`src/cdar_pkg.sv`:
```
`default_nettype none
// ----------------------------------------------------------------------------
// cdar_pkg: shared types and constants of the captive DNS answer rewriter
// Beat payloads, the front-to-back command word and sizing helpers.
// ----------------------------------------------------------------------------
package cdar_pkg;

  localparam int BufBytesDef  = 256;
  localparam int WalkLimitDef = 200;
  localparam int CmdDepthDef  = 4;

  // answer record: 16 bytes after the question
  localparam int AnsBytes = 16;
  localparam logic [31:0] NetMask = 32'hFFFF_FF00;

  typedef struct packed {
    logic [7:0]  rx_byte;
    logic        rx_last;
    logic [31:0] src_addr;
  } rx_item_t;

  typedef struct packed {
    logic [7:0] tx_byte;
    logic       tx_last;
    logic       tx_discard;
  } tx_item_t;

  typedef enum logic [1:0] {
    CMD_BYTE,
    CMD_DISCARD,
    CMD_ANSWER
  } cmd_kind_e;

  typedef struct packed {
    cmd_kind_e  kind;
    logic       has_byte;
    logic [7:0] data;
  } cmd_t;

  // position width: enough for the furthest label end plus the record
  function automatic int pos_width(int buf_bytes, int walk_limit);
    int top;
    top = (buf_bytes > walk_limit + 256) ? buf_bytes : walk_limit + 256;
    return $clog2(top + AnsBytes + 6) + 1;
  endfunction

endpackage
`default_nettype wire

```
`src/cdar_front.sv`:
```
`default_nettype none
// ----------------------------------------------------------------------------
// cdar_front: query parser
// Tracks position, header checks and the label walk; issues one command per
// beat that produces output.
// ----------------------------------------------------------------------------
module cdar_front import cdar_pkg::*; #(
  parameter int BUF_BYTES  = BufBytesDef,
  parameter int WALK_LIMIT = WalkLimitDef
) (
  input  wire logic        clk_i,
  input  wire logic        rst_ni,
  input  wire logic        accept_i,
  input  wire rx_item_t    rx_i,
  input  wire logic [31:0] portal_net_i,
  output logic             cmd_valid_o,
  output cmd_t             cmd_o
);

  localparam int PW = pos_width(BUF_BYTES, WALK_LIMIT);
  localparam logic [PW-1:0] PosStart = PW'(12);
  localparam logic [PW-1:0] PosFlagsHi = PW'(2);
  localparam logic [PW-1:0] PosFlagsLo = PW'(3);
  localparam logic [PW-1:0] PosQdHi    = PW'(4);
  localparam logic [PW-1:0] PosQdLo    = PW'(5);
  localparam logic [PW-1:0] PosAnHi    = PW'(6);
  localparam logic [PW-1:0] PosAnLo    = PW'(7);
  localparam logic [PW-1:0] PosArLo    = PW'(11);

  logic [PW-1:0] cnt_q, cnt_d, nlp_q, nlp_d, qe_q, qe_d;
  logic          wd_q, wd_d, hok_q, hok_d;
  logic [7:0]    chb_q, chb_d;

  logic [PW-1:0] pos, nlp_add, pend;
  logic [7:0]    b, wr_byte;
  logic          inbuf, hit, emit, ok;

  function automatic logic [7:0] rewrite(logic [PW-1:0] p, logic [7:0] v);
    logic [7:0] r;
    r = v;
    if (p == PosFlagsHi) r = 8'h81;
    else if (p == PosFlagsLo) r = 8'h80;
    else if (p == PosAnLo) r = 8'h01;
    else if (p == PosAnHi || (p > PosAnLo && p <= PosArLo)) r = 8'h00;
    return r;
  endfunction

  always_comb begin
    b       = rx_i.rx_byte;
    pos     = cnt_q;
    inbuf   = pos < PW'(BUF_BYTES);
    nlp_add = nlp_q + PW'(b) + PW'(1);
    wr_byte = rewrite(pos, b);

    hok_d = hok_q;
    chb_d = chb_q;
    nlp_d = nlp_q;
    qe_d  = qe_q;
    wd_d  = wd_q;
    cnt_d = cnt_q;
    if (inbuf) begin
      if (pos == '0 && ((rx_i.src_addr ^ portal_net_i) & NetMask) != '0) hok_d = 1'b0;
      if (pos == PosFlagsHi && b[7]) hok_d = 1'b0;
      if (pos == PosQdHi) chb_d = b;
      if (pos == PosQdLo && (chb_q != 8'd0 || b != 8'd1)) hok_d = 1'b0;
      cnt_d = pos + PW'(1);
    end

    hit = inbuf && !wd_q && pos == nlp_q;
    if (hit) begin
      if (b == 8'd0) begin
        wd_d = 1'b1;
        qe_d = pos + PW'(5);
      end else begin
        nlp_d = nlp_add;
        if (nlp_add > PW'(WALK_LIMIT)) begin
          wd_d = 1'b1;
          qe_d = nlp_add + PW'(5);
        end
      end
    end

    emit = inbuf && (!wd_d || pos < qe_d);
    pend = wd_d ? qe_d : nlp_d + PW'(5);
    ok   = cnt_d >= PosStart && hok_d && pend <= cnt_d
           && (pend + PW'(AnsBytes)) <= PW'(BUF_BYTES);

    cmd_o.data     = wr_byte;
    cmd_o.has_byte = 1'b1;
    cmd_o.kind     = CMD_BYTE;
    cmd_valid_o    = accept_i && emit;
    if (rx_i.rx_last) begin
      cmd_valid_o = accept_i;
      if (!ok) begin
        cmd_o.kind     = CMD_DISCARD;
        cmd_o.has_byte = 1'b0;
      end else begin
        cmd_o.kind     = CMD_ANSWER;
        cmd_o.has_byte = inbuf && pos < pend;
      end
    end
  end

  always_ff @(posedge clk_i or negedge rst_ni) begin
    if (!rst_ni) begin
      cnt_q <= '0;
      nlp_q <= PosStart;
      qe_q  <= '0;
      wd_q  <= 1'b0;
      hok_q <= 1'b1;
      chb_q <= '0;
    end else if (accept_i) begin
      if (rx_i.rx_last) begin
        cnt_q <= '0;
        nlp_q <= PosStart;
        qe_q  <= '0;
        wd_q  <= 1'b0;
        hok_q <= 1'b1;
        chb_q <= '0;
      end else begin
        cnt_q <= cnt_d;
        nlp_q <= nlp_d;
        qe_q  <= qe_d;
        wd_q  <= wd_d;
        hok_q <= hok_d;
        chb_q <= chb_d;
      end
    end
  end

endmodule
`default_nettype wire

```
`src/cdar_cmd_fifo.sv`:
```
`default_nettype none
// ----------------------------------------------------------------------------
// cdar_cmd_fifo: command queue
// Short queue between the parser and the emitter.
// ----------------------------------------------------------------------------
module cdar_cmd_fifo import cdar_pkg::*; #(
  parameter int DEPTH = CmdDepthDef
) (
  input  wire logic clk_i,
  input  wire logic rst_ni,
  input  wire logic push_i,
  input  wire cmd_t data_i,
  input  wire logic pop_i,
  output cmd_t      data_o,
  output logic      full_o,
  output logic      empty_o
);

  localparam int AW = (DEPTH > 1) ? $clog2(DEPTH) : 1;
  localparam int CW = $clog2(DEPTH + 1);

  cmd_t          mem_q [DEPTH];
  logic [AW-1:0] wr_q, rd_q;
  logic [CW-1:0] cnt_q;

  assign full_o  = cnt_q == CW'(DEPTH);
  assign empty_o = cnt_q == '0;
  assign data_o  = mem_q[rd_q];

  always_ff @(posedge clk_i) begin
    if (push_i) mem_q[wr_q] <= data_i;
  end

  always_ff @(posedge clk_i or negedge rst_ni) begin
    if (!rst_ni) begin
      wr_q  <= '0;
      rd_q  <= '0;
      cnt_q <= '0;
    end else begin
      if (push_i) wr_q <= (wr_q == AW'(DEPTH - 1)) ? '0 : wr_q + AW'(1);
      if (pop_i) rd_q <= (rd_q == AW'(DEPTH - 1)) ? '0 : rd_q + AW'(1);
      if (push_i && !pop_i) cnt_q <= cnt_q + CW'(1);
      else if (pop_i && !push_i) cnt_q <= cnt_q - CW'(1);
    end
  end

`ifndef NO_ASSERTIONS
  a_no_overflow: assert property (@(posedge clk_i) disable iff (!rst_ni)
    !(push_i && full_o && !pop_i)) else $error("command queue overflow");
  a_no_underflow: assert property (@(posedge clk_i) disable iff (!rst_ni)
    !(pop_i && empty_o)) else $error("command queue underflow");
  a_count_bound: assert property (@(posedge clk_i) disable iff (!rst_ni)
    cnt_q <= CW'(DEPTH)) else $error("command queue count out of range");
`endif

endmodule
`default_nettype wire

```
`src/cdar_back.sv`:
```
`default_nettype none
// ----------------------------------------------------------------------------
// cdar_back: response emitter
// Turns commands into result beats and appends the A record.
// ----------------------------------------------------------------------------
module cdar_back import cdar_pkg::*; (
  input  wire logic        clk_i,
  input  wire logic        rst_ni,
  input  wire cmd_t        cmd_i,
  input  wire logic        cmd_empty_i,
  output logic             cmd_pop_o,
  input  wire logic [31:0] portal_net_i,
  input  wire logic        pop_i,
  output logic             valid_o,
  output tx_item_t         tx_o
);

  localparam int IW = $clog2(AnsBytes);
  localparam logic [IW-1:0] IdxLast = IW'(AnsBytes - 1);

  logic          out_valid_q;
  tx_item_t      out_q, nxt;
  logic          have, load;
  logic          ans_act_q;
  logic [IW-1:0] ans_idx_q;
  logic [31:0]   ip;

  // A record: ptr C0 0C, type A, class IN, TTL 60, rdlength 4, address
  function automatic logic [7:0] rec(logic [IW-1:0] i, logic [31:0] a);
    logic [7:0] r;
    unique case (i)
      4'd0:    r = 8'hC0;
      4'd1:    r = 8'h0C;
      4'd3:    r = 8'h01;
      4'd5:    r = 8'h01;
      4'd9:    r = 8'd60;
      4'd11:   r = 8'h04;
      4'd12:   r = a[31:24];
      4'd13:   r = a[23:16];
      4'd14:   r = a[15:8];
      4'd15:   r = a[7:0];
      default: r = 8'h00;
    endcase
    return r;
  endfunction

  assign ip      = portal_net_i | 32'd1;
  assign load    = !out_valid_q || pop_i;
  assign valid_o = out_valid_q;
  assign tx_o    = out_q;

  always_comb begin
    have      = 1'b0;
    nxt       = '0;
    cmd_pop_o = 1'b0;
    if (ans_act_q) begin
      have        = 1'b1;
      nxt.tx_byte = rec(ans_idx_q, ip);
      nxt.tx_last = ans_idx_q == IdxLast;
    end else if (!cmd_empty_i) begin
      have      = 1'b1;
      cmd_pop_o = load;
      unique case (cmd_i.kind)
        CMD_BYTE: nxt.tx_byte = cmd_i.data;
        CMD_DISCARD: begin
          nxt.tx_last    = 1'b1;
          nxt.tx_discard = 1'b1;
        end
        CMD_ANSWER: nxt.tx_byte = cmd_i.has_byte ? cmd_i.data : rec('0, ip);
        default: nxt = '0;
      endcase
    end
  end

  always_ff @(posedge clk_i) begin
    if (load) out_q <= nxt;
  end

  always_ff @(posedge clk_i or negedge rst_ni) begin
    if (!rst_ni) begin
      out_valid_q <= 1'b0;
      ans_act_q   <= 1'b0;
      ans_idx_q   <= '0;
    end else if (load) begin
      out_valid_q <= have;
      if (ans_act_q) begin
        if (ans_idx_q == IdxLast) ans_act_q <= 1'b0;
        ans_idx_q <= ans_idx_q + IW'(1);
      end else if (cmd_pop_o && cmd_i.kind == CMD_ANSWER) begin
        ans_act_q <= 1'b1;
        ans_idx_q <= cmd_i.has_byte ? '0 : IW'(1);
      end
    end
  end

`ifndef NO_ASSERTIONS
  a_discard_form: assert property (@(posedge clk_i) disable iff (!rst_ni)
    out_valid_q && out_q.tx_discard |-> out_q.tx_last && out_q.tx_byte == 8'h00)
    else $error("malformed discard beat");
  a_no_pop_in_answer: assert property (@(posedge clk_i) disable iff (!rst_ni)
    ans_act_q |-> !cmd_pop_o) else $error("command taken during answer");
  a_answer_ends: assert property (@(posedge clk_i) disable iff (!rst_ni)
    ans_act_q && load && ans_idx_q == IdxLast |=> !ans_act_q && out_q.tx_last)
    else $error("answer record did not close");
`endif

endmodule
`default_nettype wire

```
`src/captive_dns_answer_rewriter.sv`:
```
`default_nettype none
// ----------------------------------------------------------------------------
// captive_dns_answer_rewriter: captive portal DNS responder
// Rewrites a query byte stream into a response answering with the hotspot.
// ----------------------------------------------------------------------------
// Feed a DNS query one beat per byte on rx_i (rx_last on the final byte) and
// read the response from tx_o. Header bytes are patched into a response
// header, question bytes pass through, and after the last byte a 16-byte A
// record for portal_net|1 (TTL 60) follows, tx_last on its final byte. If the
// sender is outside the portal /24, the header is not a plain one-question
// query, or the question runs past the datagram or buffer, the datagram ends
// with a single discard beat instead (tx_discard=1): drop whatever was already
// sent for it. Bytes past BUF_BYTES are ignored. Rate: the parser takes one
// byte per cycle while the command queue is not full. The emitter is the
// limit: a queue of CMD_DEPTH commands lets the parser run ahead, so the next
// datagram's bytes are taken while an answer drains, and full only rises once
// the queue fills. The user must see that portal_net is written with cfg_we_i
// only while the block is idle; the block itself does not enforce it.
// ----------------------------------------------------------------------------
module captive_dns_answer_rewriter import cdar_pkg::*; #(
  parameter int BUF_BYTES  = BufBytesDef,
  parameter int WALK_LIMIT = WalkLimitDef,
  parameter int CMD_DEPTH  = CmdDepthDef
) (
  input  wire logic        clk_i,
  input  wire logic        rst_ni,
  input  wire logic        cfg_we_i,
  input  wire logic [31:0] cfg_wdata_i,
  input  wire logic        push,
  output logic             full,
  input  wire rx_item_t    rx_i,
  output logic             empty,
  input  wire logic        pop,
  output tx_item_t         tx_o
);

  logic [31:0] portal_net_q;
  logic        accept, cmd_valid, cmd_pop, cmd_empty, out_valid;
  cmd_t        cmd_in, cmd_out;

  // hotspot network register, reset to 192.168.4.0
  always_ff @(posedge clk_i or negedge rst_ni) begin
    if (!rst_ni) begin
      portal_net_q <= 32'hC0A8_0400;
    end else if (cfg_we_i) begin
      portal_net_q <= cfg_wdata_i;
    end
  end

  assign accept = push && !full;

  // parser: checks and label walk, one command per productive beat
  cdar_front #(
    .BUF_BYTES  (BUF_BYTES),
    .WALK_LIMIT (WALK_LIMIT)
  ) u_front (
    .clk_i        (clk_i),
    .rst_ni       (rst_ni),
    .accept_i     (accept),
    .rx_i         (rx_i),
    .portal_net_i (portal_net_q),
    .cmd_valid_o  (cmd_valid),
    .cmd_o        (cmd_in)
  );

  // decoupling queue; its fill level is the input back-pressure
  cdar_cmd_fifo #(
    .DEPTH (CMD_DEPTH)
  ) u_fifo (
    .clk_i   (clk_i),
    .rst_ni  (rst_ni),
    .push_i  (cmd_valid),
    .data_i  (cmd_in),
    .pop_i   (cmd_pop),
    .data_o  (cmd_out),
    .full_o  (full),
    .empty_o (cmd_empty)
  );

  // emitter with registered output beat
  cdar_back u_back (
    .clk_i        (clk_i),
    .rst_ni       (rst_ni),
    .cmd_i        (cmd_out),
    .cmd_empty_i  (cmd_empty),
    .cmd_pop_o    (cmd_pop),
    .portal_net_i (portal_net_q),
    .pop_i        (pop),
    .valid_o      (out_valid),
    .tx_o         (tx_o)
  );

  assign empty = !out_valid;

endmodule
`default_nettype wire

```
`config.mk`:
```
export PLATFORM = sky130hd
export DESIGN_NAME = captive_dns_answer_rewriter
export DESIGN_NICKNAME = d
export VERILOG_FILES = /design/src/cdar_pkg.sv /design/src/cdar_front.sv /design/src/cdar_cmd_fifo.sv /design/src/cdar_back.sv /design/src/captive_dns_answer_rewriter.sv
export SDC_FILE = /design/constraint.sdc
export NUM_CORES = 1
export LEC_CHECK = 0
export BUFFER_PORTS_ARGS = -buffer_cell sky130_fd_sc_hd__buf_2
export CAP_MARGIN = 15
export CORE_MARGIN = 2
export CORE_UTILIZATION = 60
export CTS_CLUSTER_DIAMETER = 30
export CTS_CLUSTER_SIZE = 16
export DETAILED_ROUTE_END_ITERATION = 8
export MAX_ROUTING_LAYER = met4
export PLACE_DENSITY = 0.88
export SLEW_MARGIN = 20
export SYNTH_ARGS = -nofsm -noshare
export SYNTH_HDL_FRONTEND = slang
export SYNTH_SLANG_ARGS = --single-unit
```
`constraint.sdc`:
```
create_clock -name clk_i -period 7.1 [get_ports clk_i]
set_input_delay 2.13 -clock clk_i [delete_from_list [all_inputs] [get_ports clk_i]]
set_output_delay 2.13 -clock clk_i [all_outputs]
set_load 0.02 [all_outputs]
```
* Word-level counts from Yosys, hierarchy flattened
Memory sizes are Yosys's and may differ from the RTL's.
Index checks and enable logic that the tools add are counted.
** Storage, ports and cells
- Bits in registers :: 95
- Bits in latches :: 0
- RAM bits :: 44
- Bits in read-only memories :: 0
- Input bits :: 78
- Output and inout port bits :: 12
- Logic and storage cells :: 153
- Memories kept :: 1
** Memory list
- u_fifo.mem_q :: words 4, width 11, rd ports 1, clocked after Yosys merged registers in 0, wr ports 1, RTL line cdar_cmd_fifo.sv:22 : cmd_t mem_q [DEPTH];
** Operators by class
- $add $sub $neg :: 12
- $mul :: 0
- Divide/modulo/power cells :: 0
- Order comparisons :: 9
- Equality and inequality tests :: 22
- Shifts and indexed selects :: 0
- Muxes and demuxes :: 51
- Bitwise logic cells :: 1
- Reduce and logical (&&, ||, !) cells :: 41
** Operator list (count)
- $mux 10 :: 11
- $pmux 8 s9 :: 1
- $mux 8 :: 8
- $eq 10x3->1 const B :: 4
- $reduce_bool 32->1 :: 1
- $xor 32x32->32 :: 1
- $add 10x3->10 const B :: 3
- $eq 4x4->1 const B :: 6
- $add 10x1->10 const B :: 2
- $eq 10x2->1 const B :: 2
- $lt 10x10->1 :: 2
- $mux 1 :: 20
- $logic_and 1x1->1 :: 16
- $pmux 8 s2 :: 1
- $mux 3 :: 4
- $add 10x5->10 const B :: 1
- $add 10x8->10 :: 1
- $eq 10x10->1 :: 1
- $ge 10x4->1 const B :: 1
- $gt 10x3->1 const B :: 1
- $gt 10x8->1 const B :: 1
- $le 10x10->1 :: 1
- $le 10x4->1 const B :: 1
- $le 10x9->1 const B :: 1
- 27 further kinds :: 45

* Logic depth before layout (Yosys ltp)
Gate-level depths: netlist (run 1).
- Depth in word-level cells :: 15
- Depth in mapped cells :: 29
- Gate-level depth less buffers :: 25

* Modules after synthesis
Synthesis (run 1) repeated with hierarchy kept, for this count alone.
** Unflattened totals
- Cells, all modules :: 845
- Area total of the unflattened synthesis :: 9057.4 um^2
** By module, submodules not included
- cdar_front :: instances 1, cells each 563, area an instance 4575.6 um^2, sequential area each 1004.7 um^2
- cdar_cmd_fifo :: instances 1, cells each 94, area an instance 2009.4 um^2, sequential area each 1496.4 um^2
- captive_dns_answer_rewriter :: instances 1, cells each 70, area an instance 1362.6 um^2, sequential area each 808.3 um^2
- cdar_back :: instances 1, cells each 118, area an instance 1109.8 um^2, sequential area each 450.4 um^2

* Least setup slack after synthesis (run 1)
No wires, ideal clock.
- Path kind :: input -> register
- Start :: input rx_i[37] (netlist bit)
- End :: memory u_fifo.mem_q[0][8] (netlist bit) (data pin)
- Library setup time :: 0.197 ns
- Arrival time :: 6.603 ns
- Required time :: 6.903 ns
- Slack :: 0.300 ns
- Stages :: 23
- Buffers on the path :: 2
- Cell sequence :: nor4_1 > nand3_1 > mux2i_1 > or2_0 > buf_2 > buf_2 > nand2_1 > o21ai_0 > ha_1 > nor2_1 > mux2_2 > a311o_1 > a221oi_1 > inv_1 > ha_1 > a21o_1 > a21o_1 > a21oi_1 > o211ai_1 > a211o_1 > a2111oi_0 > nand3_1 > o221ai_1
** RTL lines
- start: declaration :: RTL line captive_dns_answer_rewriter.sv:31 : input wire rx_item_t rx_i,
- end: declaration :: RTL line cdar_cmd_fifo.sv:22

* Worst setup path after layout (run 1)
- Start :: input rx_i[33] (netlist bit)
- End :: register u_fifo.cnt_q[2]
** Between the ends
- Longest elaborated chain between the ends :: 14
- Elaborated cells between the ends (all ways) :: 22
- Those cells by class :: 3 x add/sub; 2 x order compare; 8 x mux; 9 x reduce/logical
** RTL lines
- $add 10x8->10 :: RTL line cdar_front.sv:52 : nlp_add = nlp_q + PW'(b) + PW'(1);
- $add 10x1->10 :: RTL line cdar_front.sv:52
- $add 10x3->10 or $gt 10x8->1 (tied branches) :: RTL line cdar_front.sv:78, cdar_front.sv:76
- $mux 10 or $mux 1 (tied branches) :: RTL line cdar_front.sv:76 : if (nlp_add > PW'(WALK_LIMIT)) begin
- $mux 10 or $mux 1 (tied branches) :: RTL line cdar_front.sv:71 : if (b == 8'd0) begin
- $mux 10 or $mux 1 (tied branches) :: RTL line cdar_front.sv:70 : if (hit) begin
- $lt 10x10->1 or $logic_not 1->1 (tied branches) :: RTL line cdar_front.sv:83 : emit = inbuf && (!wd_d || pos < qe_d);
- $logic_or 1x1->1 (*) :: RTL line cdar_front.sv:83
- $logic_and 1x1->1 (*) :: RTL line cdar_front.sv:83
- $logic_and 1x1->1 (*) :: RTL line cdar_front.sv:91 : cmd_valid_o = accept_i && emit;
- $mux 1 (*) :: RTL line cdar_front.sv:92 : if (rx_i.rx_last) begin
- via cmd_valid :: RTL line captive_dns_answer_rewriter.sv:38 : logic accept, cmd_valid, cmd_pop, cmd_empty, out_valid;
- $logic_not 1->1 :: RTL line cdar_cmd_fifo.sv:43 : else if (pop_i && !push_i) cnt_q <= cnt_q - CW'(1);
- $logic_and 1x1->1 :: RTL line cdar_cmd_fifo.sv:43
- $reduce_bool 2->1 (no source line)
- end signal: assignment :: RTL line cdar_cmd_fifo.sv:42 : if (push_i && !pop_i) cnt_q <= cnt_q + CW'(1);
- end signal: assignment :: RTL line cdar_cmd_fifo.sv:43
- end: declaration :: RTL line cdar_cmd_fifo.sv:24 : logic [CW-1:0] cnt_q;
The timed path passes the listed nets; every way through them passes the cells marked *.
A chain may end at the register's enable or synchronous reset.

==> results of run 1 <==
## power by group
| part | internal [W] | switching (W) |
|---|---|---|
| Clock | 0.000542 | 0.000383 |
| Combinational | 0.000460 | 0.000617 |
| Sequential | 0.00105 | 0.000169 |
| Total | 0.00205 | 0.00117 |
## per-layer routing
metal	vias to the layer above	GRT usage
met5	-	-
met4	0	0.167
met3	131	0.0556
met2	543	0.579
met1	3672	0.390
li1	3443	-
## state kept, by name (all words and copies together), names as in the netlist, 2 cells and up
signal	count
u_back.ans_idx_q	4
u_front.chb_q	8
u_fifo.rd_q	2
u_front.nlp_q	10
u_fifo.wr_q	2
portal_net_q	31
u_back.tx_o	10
u_fifo.cnt_q	3
u_fifo.mem_q	44
u_front.cnt_q	10
u_front.qe_q	10
## worst reg2reg max path: cells and delay by family, from the launching register on
family | cells | cell delay (ns)
buf+inv | 1 | 0.18
xor+xnor | 1 | 0.30
flops | 1 | 0.81
fa+ha+maj | 2 | 0.57
mux | 1 | 0.25
compound gates | 7 | 1.78
simple gates | 9 | 1.75
## Yosys cell counts (all sizes together) (4+ instances only)
library cell,number
and2,12
buf,17
xnor2,37
and3,5
nand3,20
a21o,15
nor2,54
a22o,10
o31ai,4
edfxtp,54
o2111ai,4
o21ai,58
nor4,10
xor2,34
a22oi,5
nand3b,4
or3,8
dfstp,9
nand2,57
a211oi,9
nor2b,12
dfrtp,75
o211ai,9
o221ai,4
nor3,22
mux2i,4
clkbuf,20
a2bb2oi,4
a21oi,38
o22ai,11
mux2,37
a222oi,4
mux4,11
inv,44
nand2b,9
o21a,6
ha,53
nand4,14
## final timing paths
kind	from	end	slack, ns
min	u_front.qe_q[9]$_DFFE_PN0P_	u_front.qe_q[9]$_DFFE_PN0P_	0.49
max in group asynchronous	rst_ni	portal_net_q[25]$_DFFE_PN0P_	4.38
max reg2reg	u_front.cnt_q[2]$_DFFE_PN0P_	u_fifo.mem_q[3][8]$_DFFE_PP_	1.26
min in group asynchronous	rst_ni	portal_net_q[5]$_DFFE_PN0P_	1.58
min reg2reg	u_front.qe_q[9]$_DFFE_PN0P_	u_front.qe_q[9]$_DFFE_PN0P_	0.49
max	rx_i[33]	u_fifo.cnt_q[2]$_DFFE_PN0P_	0.24
## logic make-up (layout without fill, tap and decap cells)
kind of cell / Yosys count / count (layout) / share of synthesized area
compound gates: 213 / 213 / 0.167
xor+xnor: 71 / 71 / 0.0708
fa+ha+maj: 55 / 55 / 0.0801
buf+inv: 82 / 235 / 0.0393
flops: 138 / 138 / 0.425
mux: 52 / 52 / 0.0816
simple gates: 238 / 238 / 0.136
## timing repair
item,CTS,global route
resized for setup,0,8
endpoints found under the setup margin,0,6
hold endpoints to repair,0,0
## cell type report
cell class / count / area, µm² / share of cell area
clock buffers: 20 / 489 / 0.0467
clock inverters: 12 / 121 / 0.0116
inverters: 45 / 169 / 0.0161
multi-input cells: 629 / 4750 / 0.453
flip-flops and latches: 138 / 3730 / 0.356
well taps: 184 / 230 / 0.0220
repair buffers: 158 / 988 / 0.0943
## stage by stage
| stage | std cells | setup TNS (ns) |
|---|---|---|
| 3_3_place_gp | 1154 | -0.602 |
| 5_1_grt | 1186 | -0.0879 |
| 4_1_cts | 1186 | 0 |
| 2_1_floorplan | 849 | 0 |
| 3_5_place_dp | 1154 | -0.868 |
| 6_report | 1186 | 0 |
==> flow_summary.yaml, run 1 <==
worst_setup_path:
  cp.depth: 26
  ff2ff_path_depth: 21
  critical_path.endpoint_type: "register"
  crit_path_max_incr_delay_ns: 0.41
  cpLargestDelayFamily: "compound AO/OA/AOI/OAI gates"
  critical_path.slowest_cell: "sky130_fd_sc_hd__fa_1"
  path_buf_inv: 5
  timing.critical_path.required_ns: 7.46
  worstPathArrival_ns: 7.22
  setup.worst_path.class: "in -> reg"
  cp-start-kind: "input port"
  critical_path_peak_fanout: 7
timing:
  max_freq_mhz: 146
  timing.final.max_slew_violations: 0
  tightest_slew_ns: 0.880
  finalSetupViolations: 0
  fin_crit_ns: 6.86
  max-slew-margin-rel: 0.411
  finalClockSkew_ns: 0.00873
  timing.final.hold_violations: 0
  timing.final.ws_setup_ns: 0.236
  final.hold.worst_slack_ns: 0.494
  fin_crit_sh: 0.967
yosys:
  synth_edf_count: 54
  synth_largest_area_cell: "sky130_fd_sc_hd__dfrtp_1"
  async_flop_share: 0.609
  ys_types: 81
  ys.flop_type: "sky130_fd_sc_hd__dfrtp_1"
  post_synth_instance_area_um2: 8780
  mapped_avg_cell_area_um2: 10.3
  synth_largest_type_area_fraction: 0.214
  post_synth_inst_count: 849
  syn-num-nets: 982
  number_of_synthesized_register_bits: 138
  synth.yosys.seq_area_share: 0.425
  yosys_warnings: 0
  yosys-top-cells-area: "sky130_fd_sc_hd__dfrtp_1, sky130_fd_sc_hd__edfxtp_1, sky130_fd_sc_hd__ha_1"
clock_network:
  cts_post_setup_buffers_inserted: 0
  clockRootBuffer: "sky130_fd_sc_hd__clkbuf_16"
  worstSkewPairLatency_ns: 0.43
  cts_htree_levels: 4
  clkTransAtPathRegs_ns: 0.07
  clock_sink_count: 138
  number_of_buffers_inserted_for_hold_repair_after_clock_tree_synthesis: 0
  cts_tree: "built"
  cts_inserted_buffers: 17
  cts_buffer_depth: 2
placed_design:
  detailed_place.area_um2: 9820
  port-buffer-count: 80
  place_ws_ns: -0.164
  globalplace.congestion: 1.01
  place_hpwl_mm: 17.6
global_route:
  grt_antenna_before_repair: 0
  first_global_vias: 7714
  maximum_number_of_pins_on_one_net_before_global_route_repair: 64
  overall_fraction_of_global_route_tracks_in_use: 0.339
  grt_remaining_overflow: 0
  grt_first_pass_wirelength_mm: 40.3
power:
  power.leakage_nw: 4.50
  ir_drop_v: 0.000216
  finalPower_w: 0.00322
  power_density_nw_per_um2: 307
floorplanning:
  floorplan.initialDensity: 0.609
  floorplan.die.width_um: 125
  floorplan.rows: 44
  io-pin-count: 90
  design.die.area_um2: 15600
  coreArea_um2: 14400
  die_height_um: 125
finish:
  layout.cells.most_common_list: "sky130_fd_sc_hd__buf_2, sky130_fd_sc_hd__buf_4, sky130_fd_sc_hd__dfrtp_1, sky130_fd_sc_hd__nand2_1"
  design.final.nets: 1122
  area.growth.synth_to_final_pct: 19.3
  n_antenna_cell: 0
  number_of_filler_instances_in_the_final_layout: 959
  post-route-util: 0.726
  drive_above_1_share: 0.265
  final_area_um2: 10500
flow_run:
  max_cap_violations: 0
drt:
  dr.max_layer_used: "met4"
  drt-met1-wl_mm: 9.25
  detailedRoute.firstIterationViolations: 829
  ant_nets: 0
  viasPerCell: 6.57
  detailroute.wirelength.met2_mm: 12.9
  drc: 0
  routed-via-count: 7789
  detail_routed_net_length_per_standard_cell_um: 21.8
  finalWirelength_mm: 25.9
  first_pass_iters: 8
  wl_met3_mm: 2.23
status:
  outcome: "finished, final reports clean"
worst_hold_path:
  worstHoldPathCells: 2
  worst_hold_path_type: "reg -> reg"
(Power assumes the default switching activity.)
==> run 2: changes to the inputs <==
--- a/config.mk
+++ b/config.mk
@@ -5,6 +5,7 @@
 export SDC_FILE = /design/constraint.sdc
 export NUM_CORES = 1
 export LEC_CHECK = 0
+export ABC_AREA = 1
 export BUFFER_PORTS_ARGS = -buffer_cell sky130_fd_sc_hd__buf_2
 export CAP_MARGIN = 15
 export CORE_MARGIN = 2
==> run 2 against run 1 <==
Effect of this change:
- flip-flop and latch count stayed put
- clock skew is 0.0011 ns higher
- clock power is 2.6% higher
- sequential power is 5% lower
- highest routed layer unchanged
- hold slack better by 0.0066 ns
- fmax is 6.3% higher
- worst setup slack better by 0.41 ns
- combinational power is 10% lower
- area after synthesis is 4.7% higher
- core utilization is 3.6 points lower
- clock-buffer cell count is 2 lower
==> flow_summary.yaml, run 2 <==
worst_setup_path:
  crit_path_max_incr_delay_ns: 0.39
  path_buf_inv: 4
  cpLargestDelayFamily: "simple AND/OR/NAND/NOR gates"
  timing.critical_path.required_ns: 7.41
  crit-reg2reg-launch: "u_front.nlp_q[0]$_DFFE_PN0P_"
  setup.worst_path.end: "u_fifo.cnt_q[2]$_DFFE_PN0P_"
  critical_path.slowest_cell: "sky130_fd_sc_hd__fa_1"
  cp-start-kind: "input port"
  cp.depth: 31
  critical_path_peak_fanout: 9
  regToRegSetupSlack_ns: 2.09
  r2r-end: "u_fifo.cnt_q[2]$_DFFE_PN0P_"
  worstPathArrival_ns: 6.77
  setup.worst_path.class: "in -> reg"
  critical_path.most_common_cell: "sky130_fd_sc_hd__nand2_1"
  crit_start: "rx_i[33]"
  ff2ff_path_depth: 30
  critical_path.endpoint_type: "register"
worst_hold_path:
  worst_hold_path_type: "reg -> reg"
  worstHoldPathCells: 2
floorplanning:
  io-pin-count: 90
  floorplan.die.width_um: 128
  floorplan.initialDensity: 0.609
  die_height_um: 128
  floorplan.rows: 45
  coreArea_um2: 15100
  design.die.area_um2: 16300
finish:
  largest_register_ffs: 44
  drive_above_1_share: 0.150
  design.final.nets: 1383
  post-route-util: 0.690
  most_common_cell_after_layout_fill_and_taps_aside: "sky130_fd_sc_hd__nand2_1"
  final_cells: 1451
  area.growth.synth_to_final_pct: 13.3
  layout.cells.most_common_list: "sky130_fd_sc_hd__nand2_1, sky130_fd_sc_hd__inv_1, sky130_fd_sc_hd__o21ai_0, sky130_fd_sc_hd__buf_2, sky130_fd_sc_hd__dfrtp_1"
  multi_input_comb_area_um2: 4740
  seqCellArea_um2: 3730
  largestRegisters: "u_fifo.mem_q (44), portal_net_q (31)"
  n_antenna_cell: 0
  number_of_filler_instances_in_the_final_layout: 1106
  registers.top_by_ff_count: "u_fifo.mem_q"
yosys:
  synth.yosys.seq_area_share: 0.406
  synth_largest_area_cell: "sky130_fd_sc_hd__dfrtp_1"
  ys_types: 48
  synth_top_cells_by_count: "sky130_fd_sc_hd__nand2_1, sky130_fd_sc_hd__inv_1, sky130_fd_sc_hd__o21ai_0"
  post_synth_instance_area_um2: 9200
  yosysMostFrequentCell: "sky130_fd_sc_hd__nand2_1"
  mapped_avg_cell_area_um2: 7.87
  synth_edf_count: 54
  async_flop_share: 0.609
  post_synth_inst_count: 1168
  synth_largest_type_area_fraction: 0.204
  number_of_synthesized_register_bits: 138
  syn-num-nets: 1301
  ys.flop_type: "sky130_fd_sc_hd__dfrtp_1"
  yosys_warnings: 0
  yosys-top-cells-area: "sky130_fd_sc_hd__dfrtp_1, sky130_fd_sc_hd__edfxtp_1, sky130_fd_sc_hd__nand2_1"
clock_network:
  clkTransAtPathRegs_ns: 0.06
  cts_htree_levels: 4
  cts_buffer_depth: 2
  cts_inserted_buffers: 17
  cts_repair_resize_count: 0
  worstSkewPairLatency_ns: 0.43
  clock_sink_count: 138
  number_of_buffers_inserted_for_hold_repair_after_clock_tree_synthesis: 0
  clockRootBuffer: "sky130_fd_sc_hd__clkbuf_16"
  cts_tree: "built"
  cts_post_setup_buffers_inserted: 0
global_route:
  first_global_vias: 8339
  grt_antenna_before_repair: 0
  grt_first_pass_wirelength_mm: 40.5
  global_route.peak_usage_layer: "met2"
  grt_remaining_overflow: 0
  overall_fraction_of_global_route_tracks_in_use: 0.327
  grt.met2_usage: 0.518
  maximum_number_of_pins_on_one_net_before_global_route_repair: 81
  grt.met1_usage: 0.390
  met3_track_usage_gr: 0.0705
placed_design:
  placed_cells_incl_taps: 1419
  place_hpwl_mm: 17.8
  globalplace.congestion: 0.995
  place_ws_ns: 0.261
  port-buffer-count: 80
timing:
  grt_setup_unrepaired: "false"
  tightest_slew_ns: 0.913
  timing.final.hold_violations: 0
  finalSetupViolations: 0
  fin_crit_sh: 0.909
  timing.final.ws_setup_ns: 0.644
  max-slew-margin-rel: 0.388
  timing.final.max_slew_violations: 0
  final.hold.worst_slack_ns: 0.501
  finalClockSkew_ns: 0.00986
  max_freq_mhz: 155
  fin_crit_ns: 6.46
  totalNegativeSetupSlack_ns: 0
flow_run:
  max_cap_violations: 0
power:
  power_density_nw_per_um2: 295
  ir_drop_v: 0.000257
  power.leakage_nw: 4.96
drt:
  routed-via-count: 8709
  viasPerCell: 6.00
  drc: 0
  detailedRoute.firstIterationViolations: 1035
  finalWirelength_mm: 25.1
  ant_nets: 0
  first_pass_iters: 8
  detail_routed_net_length_per_standard_cell_um: 17.3
status:
  outcome: "finished, final reports clean"
[run 2: final cells by class]
cell class              count  share of cell area
clock buffers              18              0.0422
repair buffers             88              0.0448
inverters                 162              0.0584
multi-input cells         843               0.455
clock inverters            14              0.0183
well taps                 188              0.0226
flip-flops and latches    138               0.359
[run 2: logic make-up (layout without fill, tap and decap cells)]
family,after synthesis,count (layout),share of synthesized area
XOR/XNOR,39,39,0.0371
flip-flops,138,138,0.406
AND/OR/NAND/NOR,546,546,0.266
adder cells (fa/ha/maj),55,55,0.0765
multiplexers,5,5,0.00612
buffers and inverters,187,282,0.0786
AO/OA/AOI/OAI,198,198,0.129
[run 2: per-stage QoR]
step                      power, W  instance area, µm²
after detailed placement   0.00209                9780
final                      0.00308               10400
after global placement     0.00205                9780
after floorplan            0.00180                9200
after CTS                  0.00306               10400
after global routing       0.00325               10400
[run 2: tightest hold or removal path, stage by stage, from the launching register on]
cell and delay, ns:
sky130_fd_sc_hd__dfrtp_1 0.35, sky130_fd_sc_hd__nand2_1 0.05, sky130_fd_sc_hd__o21ai_0 0.07
[run 2: worst min path at each step]
stage | start | end | slack, ns
2_1_floorplan | u_front.chb_q[1]$_DFFE_PN0P_ | u_front.chb_q[1]$_DFFE_PN0P_ | 0.45
3_3_place_gp | u_front.chb_q[5]$_DFFE_PN0P_ | u_front.chb_q[5]$_DFFE_PN0P_ | 0.47
6_report | u_front.chb_q[6]$_DFFE_PN0P_ | u_front.chb_q[6]$_DFFE_PN0P_ | 0.50
3_5_place_dp | u_front.chb_q[2]$_DFFE_PN0P_ | u_front.chb_q[2]$_DFFE_PN0P_ | 0.48
5_1_grt | u_front.chb_q[2]$_DFFE_PN0P_ | u_front.chb_q[2]$_DFFE_PN0P_ | 0.52
4_1_cts | u_front.chb_q[6]$_DFFE_PN0P_ | u_front.chb_q[6]$_DFFE_PN0P_ | 0.50
[run 2: routing by layer]
layer	part of all wire	wire (µm)
met1	0.39	9730
met2	0.46	11500
met3	0.098	2470
met4	0.056	1400
met5	0	0
[run 2: power by group]
part	switching (W)	internal [W]
clock	0.000351	0.000598
combinational	0.000637	0.000333
sequential	0.000123	0.00103
total	0.00111	0.00196
